==> config.mk <==
export PLATFORM = sky130hd
export DESIGN_NAME = mesh_signed_volume_accumulator_core_flat
export DESIGN_NICKNAME = d
export VERILOG_FILES = /design/src/sv/msva_pkg.sv /design/src/sv/msva_req_if.sv /design/src/sv/msva_rsp_if.sv /design/src/sv/msva_mul.sv /design/src/sv/msva_div6.sv /design/src/sv/mesh_signed_volume_accumulator_core.sv /design/src/flat_wrapper.sv
export SDC_FILE = /design/constraint.sdc
export NUM_CORES = 2
export LEC_CHECK = 0
export BUFFER_PORTS_ARGS = -buffer_cell sky130_fd_sc_hd__buf_2
export CAP_MARGIN = 0
export CORE_MARGIN = 5
export CORE_UTILIZATION = 55
export CTS_CLUSTER_DIAMETER = 120
export CTS_CLUSTER_SIZE = 20
export DETAILED_ROUTE_END_ITERATION = 12
export GPL_TIMING_DRIVEN = 0
export PLACE_DENSITY = 0.76
export SETUP_SLACK_MARGIN = 0.15
export SLEW_MARGIN = 30
export SYNTH_ARGS = -nofsm -noshare
export SYNTH_HDL_FRONTEND = slang
export SYNTH_SLANG_ARGS = --single-unit
==> constraint.sdc <==
create_clock -name clock -period 10.1 [get_ports clock]
set_input_delay 1.01 -clock clock [delete_from_list [all_inputs] [get_ports clock]]
set_output_delay 1.01 -clock clock [all_outputs]
set_load 0.05 [all_outputs]
==> src/sv/msva_pkg.sv <==
package msva_pkg;

   localparam int COORD_WIDTH  = 16;
   // cross product term: difference of two coordinate products
   localparam int K_WIDTH      = 2 * COORD_WIDTH + 1;
   localparam int PROD_WIDTH   = COORD_WIDTH + K_WIDTH;
   // sum of three dot product terms, with headroom
   localparam int TRI_WIDTH    = PROD_WIDTH + 2;
   localparam int SUM_WIDTH    = 64;
   localparam int VOLUME_WIDTH = 61;
   localparam int VolDivisor   = 6;
   localparam int REM_WIDTH    = 3;
   // divide by six in 16-bit digits, most significant first
   localparam int DIV_CHUNK    = 16;
   localparam int DIV_STEPS    = SUM_WIDTH / DIV_CHUNK;
   localparam int CNT_WIDTH    = $clog2(DIV_STEPS);
   localparam int DIV_X_WIDTH  = REM_WIDTH + DIV_CHUNK;
   localparam int DIV_SHIFT    = 21;
   localparam int DIV_RECIP    = (2 ** DIV_SHIFT + VolDivisor - 1) / VolDivisor;
   localparam int RECIP_WIDTH  = $clog2(DIV_RECIP + 1);
   localparam int STEP_WIDTH   = 4;

   typedef struct packed {
      logic signed [COORD_WIDTH-1:0] ax_coord;
      logic signed [COORD_WIDTH-1:0] ay_coord;
      logic signed [COORD_WIDTH-1:0] az_coord;
      logic signed [COORD_WIDTH-1:0] bx_coord;
      logic signed [COORD_WIDTH-1:0] by_coord;
      logic signed [COORD_WIDTH-1:0] bz_coord;
      logic signed [COORD_WIDTH-1:0] cx_coord;
      logic signed [COORD_WIDTH-1:0] cy_coord;
      logic signed [COORD_WIDTH-1:0] cz_coord;
      logic                          last_triangle;
   } req_beat_type;

   typedef struct packed {
      logic [VOLUME_WIDTH-1:0] volume;
      logic                    saturated;
   } rsp_beat_type;

endpackage

==> src/sv/msva_req_if.sv <==
interface msva_req_if;
   import msva_pkg::*;

   logic         valid;
   logic         ready;
   req_beat_type payload;

   modport source (output valid, output payload, input ready);
   modport sink (input valid, input payload, output ready);
endinterface

==> src/sv/msva_rsp_if.sv <==
interface msva_rsp_if;
   import msva_pkg::*;

   logic         valid;
   logic         ready;
   rsp_beat_type payload;

   modport source (output valid, output payload, input ready);
   modport sink (input valid, input payload, output ready);
endinterface

==> src/sv/msva_mul.sv <==
module msva_mul (
   input  logic                                   clock,
   input  logic signed [msva_pkg::COORD_WIDTH-1:0] a_op,
   input  logic signed [msva_pkg::K_WIDTH-1:0]     b_op,
   output logic signed [msva_pkg::PROD_WIDTH-1:0]  product_ff
);
   import msva_pkg::*;

   logic signed [PROD_WIDTH-1:0] product_in;

   always_comb begin
      product_in = PROD_WIDTH'(a_op) * PROD_WIDTH'(b_op);
   end

   always_ff @(posedge clock) begin
      product_ff <= product_in;
   end
endmodule

==> src/sv/msva_div6.sv <==
module msva_div6 (
   input  logic                                  clock,
   input  logic                                  reset,
   input  logic                                  start,
   input  logic [msva_pkg::SUM_WIDTH-1:0]        dividend,
   output logic                                  done_ff,
   output logic [msva_pkg::VOLUME_WIDTH-1:0]     quotient
);
   import msva_pkg::*;

   localparam logic [CNT_WIDTH-1:0]   CNT_LAST = CNT_WIDTH'(DIV_STEPS - 1);
   localparam logic [RECIP_WIDTH-1:0] RECIP    = RECIP_WIDTH'(DIV_RECIP);
   localparam logic [DIV_X_WIDTH-1:0] DIVISOR  = DIV_X_WIDTH'(VolDivisor);

   logic                                busy_ff, busy_in;
   logic                                done_in;
   logic [CNT_WIDTH-1:0]                cnt_ff, cnt_in;
   logic [SUM_WIDTH-1:0]                quo_ff, quo_in;
   logic [REM_WIDTH-1:0]                rem_ff, rem_in;
   logic [DIV_X_WIDTH-1:0]              part_x;
   logic [DIV_X_WIDTH+RECIP_WIDTH-1:0]  scaled;
   logic [DIV_CHUNK-1:0]                digit;
   logic [DIV_X_WIDTH-1:0]              back;

   // long division by six, one 16-bit digit per cycle; dividend digits shift
   // out of the top while quotient digits shift in at the bottom. The digit
   // comes from a reciprocal multiply, exact while part_x stays below 2^19.
   always_comb begin
      part_x  = {rem_ff, quo_ff[SUM_WIDTH-1 -: DIV_CHUNK]};
      scaled  = part_x * RECIP;
      digit   = scaled[DIV_SHIFT +: DIV_CHUNK];
      back    = part_x - DIVISOR * {{REM_WIDTH{1'b0}}, digit};
      busy_in = busy_ff;
      done_in = 1'b0;
      cnt_in  = cnt_ff;
      quo_in  = quo_ff;
      rem_in  = rem_ff;
      if (start) begin
         busy_in = 1'b1;
         cnt_in  = '0;
         quo_in  = dividend;
         rem_in  = '0;
      end else if (busy_ff) begin
         quo_in = {quo_ff[SUM_WIDTH-DIV_CHUNK-1:0], digit};
         rem_in = back[REM_WIDTH-1:0];
         cnt_in = cnt_ff + 1'b1;
         if (cnt_ff == CNT_LAST) begin
            busy_in = 1'b0;
            done_in = 1'b1;
         end
      end
   end

   always_ff @(posedge clock) begin
      if (reset) begin
         busy_ff <= 1'b0;
         done_ff <= 1'b0;
         cnt_ff  <= '0;
      end else begin
         busy_ff <= busy_in;
         done_ff <= done_in;
         cnt_ff  <= cnt_in;
      end
      quo_ff <= quo_in;
      rem_ff <= rem_in;
   end

   assign quotient = quo_ff[VOLUME_WIDTH-1:0];

   a_no_restart: assert property (@(posedge clock) disable iff (reset)
      start |-> !busy_ff) else $error("divider restarted while busy");

   a_done_after_run: assert property (@(posedge clock) disable iff (reset)
      done_ff |-> !busy_ff && $past(busy_ff)) else $error("done without a run");

   a_count_idle: assert property (@(posedge clock) disable iff (reset)
      (busy_ff && cnt_ff == CNT_LAST) |=> done_ff) else $error("missed done");
endmodule

==> src/sv/mesh_signed_volume_accumulator_core.sv <==
// Signed mesh volume accumulator.
// req_chan carries one triangle per beat: nine signed coordinates with
// 8 fraction bits and a last_triangle mark. Each triangle's triple product
// a.(b x c) is added to a 64-bit saturating sum. A beat with last_triangle
// set ends the mesh: rsp_chan then carries one beat with |sum|/6 (24
// fraction bits, truncated) and a flag that the sum clipped during the mesh;
// the sum and flag are then cleared. Other beats give no response.
// Each triangle passes through ST_MULT and ST_ACCUM before the next beat is
// taken: one shared 16 x 33 multiplier forms the nine products in turn,
// one per cycle, then ST_ACCUM adds the triple product to the sum. A last
// triangle adds the divide-by-six unit, one 16-bit quotient digit per cycle,
// before ST_EMIT loads the response register; the next beat is taken only
// after that.
// The response sits in an output register: a stalled receiver does not
// stop new triangles from being taken, only a second finished result waits
// until the first is taken.
// Synchronous reset clears the sum, the flag and all handshake state.
module mesh_signed_volume_accumulator_core (
   input logic         clock,
   input logic         reset,
   msva_req_if.sink    req_chan,
   msva_rsp_if.source  rsp_chan
);
   import msva_pkg::*;

   typedef enum logic [2:0] {
      ST_IDLE,
      ST_MULT,
      ST_ACCUM,
      ST_DIVIDE,
      ST_EMIT
   } state_type;

   localparam logic [STEP_WIDTH-1:0] STEP_BYCZ = STEP_WIDTH'(0);
   localparam logic [STEP_WIDTH-1:0] STEP_BZCY = STEP_WIDTH'(1);
   localparam logic [STEP_WIDTH-1:0] STEP_BZCX = STEP_WIDTH'(2);
   localparam logic [STEP_WIDTH-1:0] STEP_BXCZ = STEP_WIDTH'(3);
   localparam logic [STEP_WIDTH-1:0] STEP_BXCY = STEP_WIDTH'(4);
   localparam logic [STEP_WIDTH-1:0] STEP_BYCX = STEP_WIDTH'(5);
   localparam logic [STEP_WIDTH-1:0] STEP_AXKX = STEP_WIDTH'(6);
   localparam logic [STEP_WIDTH-1:0] STEP_AYKY = STEP_WIDTH'(7);
   localparam logic [STEP_WIDTH-1:0] STEP_AZKZ = STEP_WIDTH'(8);
   localparam logic [STEP_WIDTH-1:0] STEP_DRAIN = STEP_WIDTH'(9);

   localparam logic signed [SUM_WIDTH-1:0] SUM_MAX = {1'b0, {(SUM_WIDTH-1){1'b1}}};
   localparam logic signed [SUM_WIDTH-1:0] SUM_MIN = {1'b1, {(SUM_WIDTH-1){1'b0}}};

   function automatic logic signed [K_WIDTH-1:0] widen_coord(
      input logic signed [COORD_WIDTH-1:0] c);
      widen_coord = {{(K_WIDTH-COORD_WIDTH){c[COORD_WIDTH-1]}}, c};
   endfunction

   state_type                     state_ff, state_in;
   logic [STEP_WIDTH-1:0]         step_ff, step_in;
   logic [STEP_WIDTH-1:0]         prev_step;
   req_beat_type                  beat_ff, beat_in;
   logic signed [K_WIDTH-1:0]     part_ff, part_in;
   logic signed [K_WIDTH-1:0]     kx_ff, kx_in, ky_ff, ky_in, kz_ff, kz_in;
   logic signed [TRI_WIDTH-1:0]   tri_ff, tri_in;
   logic signed [SUM_WIDTH-1:0]   sum_ff, sum_in;
   logic                          seen_ff, seen_in;
   logic                          sat_pend_ff, sat_pend_in;
   logic                          rsp_valid_ff, rsp_valid_in;
   rsp_beat_type                  rsp_beat_ff, rsp_beat_in;

   logic signed [COORD_WIDTH-1:0] mul_a;
   logic signed [K_WIDTH-1:0]     mul_b;
   logic signed [PROD_WIDTH-1:0]  product;
   logic signed [K_WIDTH-1:0]     prod_k;
   logic signed [TRI_WIDTH-1:0]   prod_t;
   logic signed [SUM_WIDTH:0]     sum_wide;
   logic                          clip;
   logic signed [SUM_WIDTH-1:0]   sum_next;
   logic [SUM_WIDTH-1:0]          magnitude;
   logic                          div_start;
   logic                          div_done;
   logic [VOLUME_WIDTH-1:0]       div_quotient;
   logic                          take_req;

   assign req_chan.ready = (state_ff == ST_IDLE);
   assign take_req       = req_chan.valid && req_chan.ready;
   assign prev_step      = step_ff - 1'b1;

   // operand select for the shared multiplier
   always_comb begin
      case (step_ff)
         STEP_BYCZ: begin mul_a = beat_ff.by_coord; mul_b = widen_coord(beat_ff.cz_coord); end
         STEP_BZCY: begin mul_a = beat_ff.bz_coord; mul_b = widen_coord(beat_ff.cy_coord); end
         STEP_BZCX: begin mul_a = beat_ff.bz_coord; mul_b = widen_coord(beat_ff.cx_coord); end
         STEP_BXCZ: begin mul_a = beat_ff.bx_coord; mul_b = widen_coord(beat_ff.cz_coord); end
         STEP_BXCY: begin mul_a = beat_ff.bx_coord; mul_b = widen_coord(beat_ff.cy_coord); end
         STEP_BYCX: begin mul_a = beat_ff.by_coord; mul_b = widen_coord(beat_ff.cx_coord); end
         STEP_AXKX: begin mul_a = beat_ff.ax_coord; mul_b = kx_ff; end
         STEP_AYKY: begin mul_a = beat_ff.ay_coord; mul_b = ky_ff; end
         STEP_AZKZ: begin mul_a = beat_ff.az_coord; mul_b = kz_ff; end
         default:   begin mul_a = '0; mul_b = '0; end
      endcase
   end

   msva_mul u_mul (
      .clock      (clock),
      .a_op       (mul_a),
      .b_op       (mul_b),
      .product_ff (product)
   );

   // coordinate products always fit the cross term width
   assign prod_k = product[K_WIDTH-1:0];
   assign prod_t = {{(TRI_WIDTH-PROD_WIDTH){product[PROD_WIDTH-1]}}, product};

   // saturating add of the finished triple product
   always_comb begin
      sum_wide = {sum_ff[SUM_WIDTH-1], sum_ff}
               + {{(SUM_WIDTH+1-TRI_WIDTH){tri_ff[TRI_WIDTH-1]}}, tri_ff};
      clip     = (sum_wide[SUM_WIDTH] != sum_wide[SUM_WIDTH-1]);
      if (clip) begin
         sum_next = sum_wide[SUM_WIDTH] ? SUM_MIN : SUM_MAX;
      end else begin
         sum_next = sum_wide[SUM_WIDTH-1:0];
      end
      // the most negative sum negates to 2^63, exact in unsigned
      magnitude = sum_next[SUM_WIDTH-1] ? (~sum_next + 1'b1) : sum_next;
   end

   assign div_start = (state_ff == ST_ACCUM) && beat_ff.last_triangle;

   msva_div6 u_div (
      .clock    (clock),
      .reset    (reset),
      .start    (div_start),
      .dividend (magnitude),
      .done_ff  (div_done),
      .quotient (div_quotient)
   );

   always_comb begin
      state_in     = state_ff;
      step_in      = step_ff;
      beat_in      = beat_ff;
      part_in      = part_ff;
      kx_in        = kx_ff;
      ky_in        = ky_ff;
      kz_in        = kz_ff;
      tri_in       = tri_ff;
      sum_in       = sum_ff;
      seen_in      = seen_ff;
      sat_pend_in  = sat_pend_ff;
      rsp_valid_in = rsp_valid_ff;
      rsp_beat_in  = rsp_beat_ff;

      if (rsp_valid_ff && rsp_chan.ready) begin
         rsp_valid_in = 1'b0;
      end

      case (state_ff)
         ST_IDLE: begin
            if (take_req) begin
               beat_in  = req_chan.payload;
               step_in  = STEP_BYCZ;
               state_in = ST_MULT;
            end
         end
         ST_MULT: begin
            // product of the previous step lands this cycle
            if (step_ff != STEP_BYCZ) begin
               case (prev_step)
                  STEP_BYCZ, STEP_BZCX, STEP_BXCY: part_in = prod_k;
                  STEP_BZCY: kx_in  = part_ff - prod_k;
                  STEP_BXCZ: ky_in  = part_ff - prod_k;
                  STEP_BYCX: kz_in  = part_ff - prod_k;
                  STEP_AXKX: tri_in = prod_t;
                  STEP_AYKY, STEP_AZKZ: tri_in = tri_ff + prod_t;
                  default: ;
               endcase
            end
            step_in = step_ff + 1'b1;
            if (step_ff == STEP_DRAIN) begin
               state_in = ST_ACCUM;
            end
         end
         ST_ACCUM: begin
            if (beat_ff.last_triangle) begin
               sat_pend_in = seen_ff || clip;
               sum_in      = '0;
               seen_in     = 1'b0;
               state_in    = ST_DIVIDE;
            end else begin
               sum_in   = sum_next;
               seen_in  = seen_ff || clip;
               state_in = ST_IDLE;
            end
         end
         ST_DIVIDE: begin
            if (div_done) begin
               state_in = ST_EMIT;
            end
         end
         ST_EMIT: begin
            if (!rsp_valid_ff || rsp_chan.ready) begin
               rsp_valid_in          = 1'b1;
               rsp_beat_in.volume    = div_quotient;
               rsp_beat_in.saturated = sat_pend_ff;
               state_in              = ST_IDLE;
            end
         end
         default: begin
            state_in = ST_IDLE;
         end
      endcase
   end

   always_ff @(posedge clock) begin
      if (reset) begin
         state_ff     <= ST_IDLE;
         step_ff      <= '0;
         sum_ff       <= '0;
         seen_ff      <= 1'b0;
         rsp_valid_ff <= 1'b0;
      end else begin
         state_ff     <= state_in;
         step_ff      <= step_in;
         sum_ff       <= sum_in;
         seen_ff      <= seen_in;
         rsp_valid_ff <= rsp_valid_in;
      end
      beat_ff     <= beat_in;
      part_ff     <= part_in;
      kx_ff       <= kx_in;
      ky_ff       <= ky_in;
      kz_ff       <= kz_in;
      tri_ff      <= tri_in;
      sat_pend_ff <= sat_pend_in;
      rsp_beat_ff <= rsp_beat_in;
   end

   assign rsp_chan.valid   = rsp_valid_ff;
   assign rsp_chan.payload = rsp_beat_ff;

   a_rsp_from_emit: assert property (@(posedge clock) disable iff (reset)
      $rose(rsp_valid_ff) |-> $past(state_ff == ST_EMIT))
      else $error("response raised outside emit");

   a_div_done_state: assert property (@(posedge clock) disable iff (reset)
      div_done |-> state_ff == ST_DIVIDE)
      else $error("divider finished outside divide state");

   a_mesh_clears: assert property (@(posedge clock) disable iff (reset)
      (state_ff == ST_ACCUM && beat_ff.last_triangle) |=> (sum_ff == '0 && !seen_ff))
      else $error("sum not cleared after last triangle");

   a_flag_sticky: assert property (@(posedge clock) disable iff (reset)
      (seen_ff && !(state_ff == ST_ACCUM && beat_ff.last_triangle)) |=> seen_ff)
      else $error("saturation flag dropped mid mesh");
endmodule

==> src/flat_wrapper.sv <==
// flat-port wrapper written by rule: the top's interface ports become plain ports
module mesh_signed_volume_accumulator_core_flat import msva_pkg::*;
  (clock, reset, req_chan_valid, req_chan_payload, req_chan_ready, rsp_chan_valid, rsp_chan_payload, rsp_chan_ready);
  msva_req_if req_chan_i ();
  msva_rsp_if rsp_chan_i ();
  input logic clock;
  input logic reset;
  input wire logic [$bits(req_chan_i.valid)-1:0] req_chan_valid;
  input wire logic [$bits(req_chan_i.payload)-1:0] req_chan_payload;
  output wire logic [$bits(req_chan_i.ready)-1:0] req_chan_ready;
  output wire logic [$bits(rsp_chan_i.valid)-1:0] rsp_chan_valid;
  output wire logic [$bits(rsp_chan_i.payload)-1:0] rsp_chan_payload;
  input wire logic [$bits(rsp_chan_i.ready)-1:0] rsp_chan_ready;
  assign req_chan_i.valid = req_chan_valid;
  assign req_chan_i.payload = req_chan_payload;
  assign req_chan_ready = req_chan_i.ready;
  assign rsp_chan_valid = rsp_chan_i.valid;
  assign rsp_chan_payload = rsp_chan_i.payload;
  assign rsp_chan_i.ready = rsp_chan_ready;
  mesh_signed_volume_accumulator_core u_core (.clock(clock), .reset(reset), .req_chan(req_chan_i), .rsp_chan(rsp_chan_i));
endmodule
==> results by group <==
Drt
  – DR WL/cell: 23.6 um
  – DRC viols: 0
  – DRT Wirelength: 175000 um
  – Drt first pass iters: 6
  – Vias: 45000
  – Vias per cell: 6.08
  – Antenna-violating nets left: 0
  – DR iter-0 viols: 4962

STA
  – Slew Limit Headroom: 22.4%
  – Count of pins over their slew limit: 0
  – FMAX: 103 MHz
  – Skew final: 0.0235 ns
  – Final Critical Period: 9.72 ns
  – Worst-Margin Slew: 1.13 ns
  – RSZ-0062 raised after global routing: false
  – Setup violation total in the final timing report: 0
  – Fin. Hold Viols: 0
  – Tcrit/Tclk final: 96.2%

Clocking
  – Clk sink count: 584
  – CTS clk-pin slew, worst paths: 0.09 ns
  – CTS tree: yes
  – Cts hold-fix bufs: 0
  – Root Buffer: clkbuf_16
  – Clk_lat worst skew: 0.64 ns
  – H-tree Lvls: 2
  – Longest Clk Path Bufs: 3
  – CTS buffer count: 38

Final layout
  – Share of layout cells above drive strength 1: 8.47%
  – Nets@finish: 7259
  – Area delta synth->final: 9.35%
  – Fill count: 8471
  – Final Core Density: 60.6%

Worst setup path
  – Kind of critical path: reg -> reg
  – R2R cell count: 31
  – Worst r2r src: u_core.step_ff[1]
  – R2r setup slk: 0.38 ns
  – Crit path top cell by count: fa_1
  – Slowest Stage Delay on Critical Path: 0.73 ns
  – Worst Path Arrival: 10.25 ns
  – CP max FO: 10
  – Endpoint class of the critical path: register
  – CP Data Required Time: 10.63 ns
  – R2r endpoint: u_core.u_mul.product_ff[48]
  – CP startpoint: u_core.step_ff[1]
  – CP Capture Point: u_core.u_mul.product_ff[48]
  – CP max-delay cell: clkbuf_1
  – Startpoint Class: register

Placement
  – Routability cong.: 1.02
  – HPWL Detailed: 143000 um
  – Port Buffer Count: 211

Floorplanning
  – Core Box Area: 100000 um2
  – Row count: 116
  – Die area: 107000 um2
  – Die Span X: 328 um
  – Die height: 328 um
  – Initial Util: 55.4%
  – I/O pin cnt: 213

Synth
  – Count leader, synth: inv_1
  – Cells after synthesis: 5747
  – Syn Area/Cell: 9.65 um2
  – Predominant post-synthesis flop cell: edfxtp_1
  – Synth Net Count: 6945
  – Top cells by area, synth: edfxtp_1 25%, fa_1 22%, ha_1 9.6%, inv_1 6.1%, dfxtp_1 4.7%
  – Synth area leader: edfxtp_1
  – Synth cell types: 100
  – Asr flop ratio synth: 0%
  – Yosys Warn Count: 0
  – Post-synth EDFFs: 455
  – Post-synth top cells: 896 x inv_1, 622 x fa_1, 561 x nor2_1, 541 x nand2_1, 455 x edfxtp_1
  – FF+latch count, synth: 584
  – Register area share after synthesis: 29.3%
  – Top cell type's share of synthesized area: 24.6%
  – Synthesized cell area: 55500 um2

Run
  – Max_cap viols: 0

Global routing
  – Largest net degree at the start of global routing: 94
  – Initial antenna violation count: 7
  – Gr ovfl total: 0
  – GRT Overall Usage: 32.5%
  – Global-route wire length before repair: 266000 um
  – Vias in the first global route: 45000

Worst hold path
  – Min-delay worst type: reg -> reg

Run status
  – Status: completed
## cells by family after synthesis
kind of cell / Yosys count / synth area share (%)
buffers and inverters: 1126 / 7.67
DFF: 584 / 29.3
adders and majority gates: 1049 / 32.1
muxes: 17 / 0.318
and+or+nand+nor: 1589 / 13.0
AOI/OAI and AO/OA: 1141 / 13.9
xor gates and xnor gates: 241 / 3.81
## what timing repair did
action                                  CTS  global route
pin swaps                                 5             3
endpoints found under the setup margin   24             9
gates resized for setup                  79            54
setup buffers                            11             9
gates cloned                              0             0
## sequential cells by signal (all words and copies together) (netlist names), 2 cells and up
register and flops:
u_core.beat_ff 145, u_core.sum_ff 64, u_core.u_div.quo_ff 64, u_core.rsp_chan.payload 62, u_core.tri_ff 51, u_core.u_mul.product_ff 49
u_core.kx_ff 33, u_core.ky_ff 33, u_core.kz_ff 33, u_core.part_ff 33, u_core.step_ff 4, u_core.state_ff 3
u_core.u_div.rem_ff 3, u_core.u_div.cnt_ff 2
## layer usage
metal	global-route usage [%]	wire [um]	part of all wire, %
met1	44.3	68600	39
met2	50.2	76700	44
met3	8.79	21600	12
met4	11.7	7730	4.4
met5	0	34	0.019
## layout by cell type (no fill, tap or decap), types with 36 or more instances in the layout
master	n
buf_2	244
nor2_1	556
nand2_1	541
nand2b_1	71
inv_1	895
a21oi_1	280
fa_1	622
o21ai_0	223
nor3_1	68
nand3_1	61
xor2_1	101
a22oi_1	68
clkbuf_16	38
clkbuf_1	153
clkbuf_2	40
o21bai_1	36
nand4_1	73
xnor2_1	140
ha_1	427
a21o_1	132
dfxtp_1	128
buf_4	44
a221o_1	47
edfxtp_1	455
## cell type report
type | instances | area, um2 | share of cell area (%)
Tap cell | 1298 | 1620 | 2.68
Antenna cell | 5 | 12.5 | 0.0206
Multi-Input combinational cell | 4037 | 35400 | 58.4
Sequential cell | 584 | 16200 | 26.8
Buffer | 228 | 1020 | 1.68
Timing Repair Buffer | 275 | 1750 | 2.89
Inverter | 897 | 3370 | 5.56
Clock inverter | 12 | 158 | 0.260
Clock buffer | 58 | 1030 | 1.69
## worst min path at each step
stage,start,to,cells past startpoint
6_report,u_core.u_div.quo_ff[3],u_core.rsp_chan.payload[4],0
2_1_floorplan,u_core.sat_pend_ff,u_core.rsp_chan.payload[0],0
3_5_place_dp,u_core.u_div.quo_ff[3],u_core.rsp_chan.payload[4],0
4_1_cts,u_core.u_div.quo_ff[3],u_core.rsp_chan.payload[4],0
3_3_place_gp,u_core.u_div.quo_ff[40],u_core.rsp_chan.payload[41],0
5_1_grt,u_core.u_div.quo_ff[3],u_core.rsp_chan.payload[4],0
## stage by stage
step	setup TNS [ns]	setup slack [ns]	cell area, um2	hold slack [ns]	std cells
after floorplan	0	1.16	55500	0.400	5747
after global routing	0	0.121	60600	0.471	7389
after detailed placement	-19.93	-1.66	58900	0.443	7299
after global placement	-38.69	-2.36	58100	0.438	7256
after CTS	0	0.179	60400	0.466	7380
final	0	0.379	60700	0.463	7394
## critical path: cells and delay by family (launching register included)
| kind | cells | cell delay [ns] |
|---|---|---|
| AO/OA/AOI/OAI | 8 | 2.12 |
| XOR/XNOR | 1 | 0.13 |
| adder cells (fa/ha/maj) | 8 | 3.58 |
| buffers and inverters | 6 | 1.50 |
| flip-flops | 1 | 0.42 |
| AND/OR/NAND/NOR | 8 | 1.84 |
Power is not shown: default switching activity piles up to over one toggle a cycle in this logic, so the estimate is an artifact.
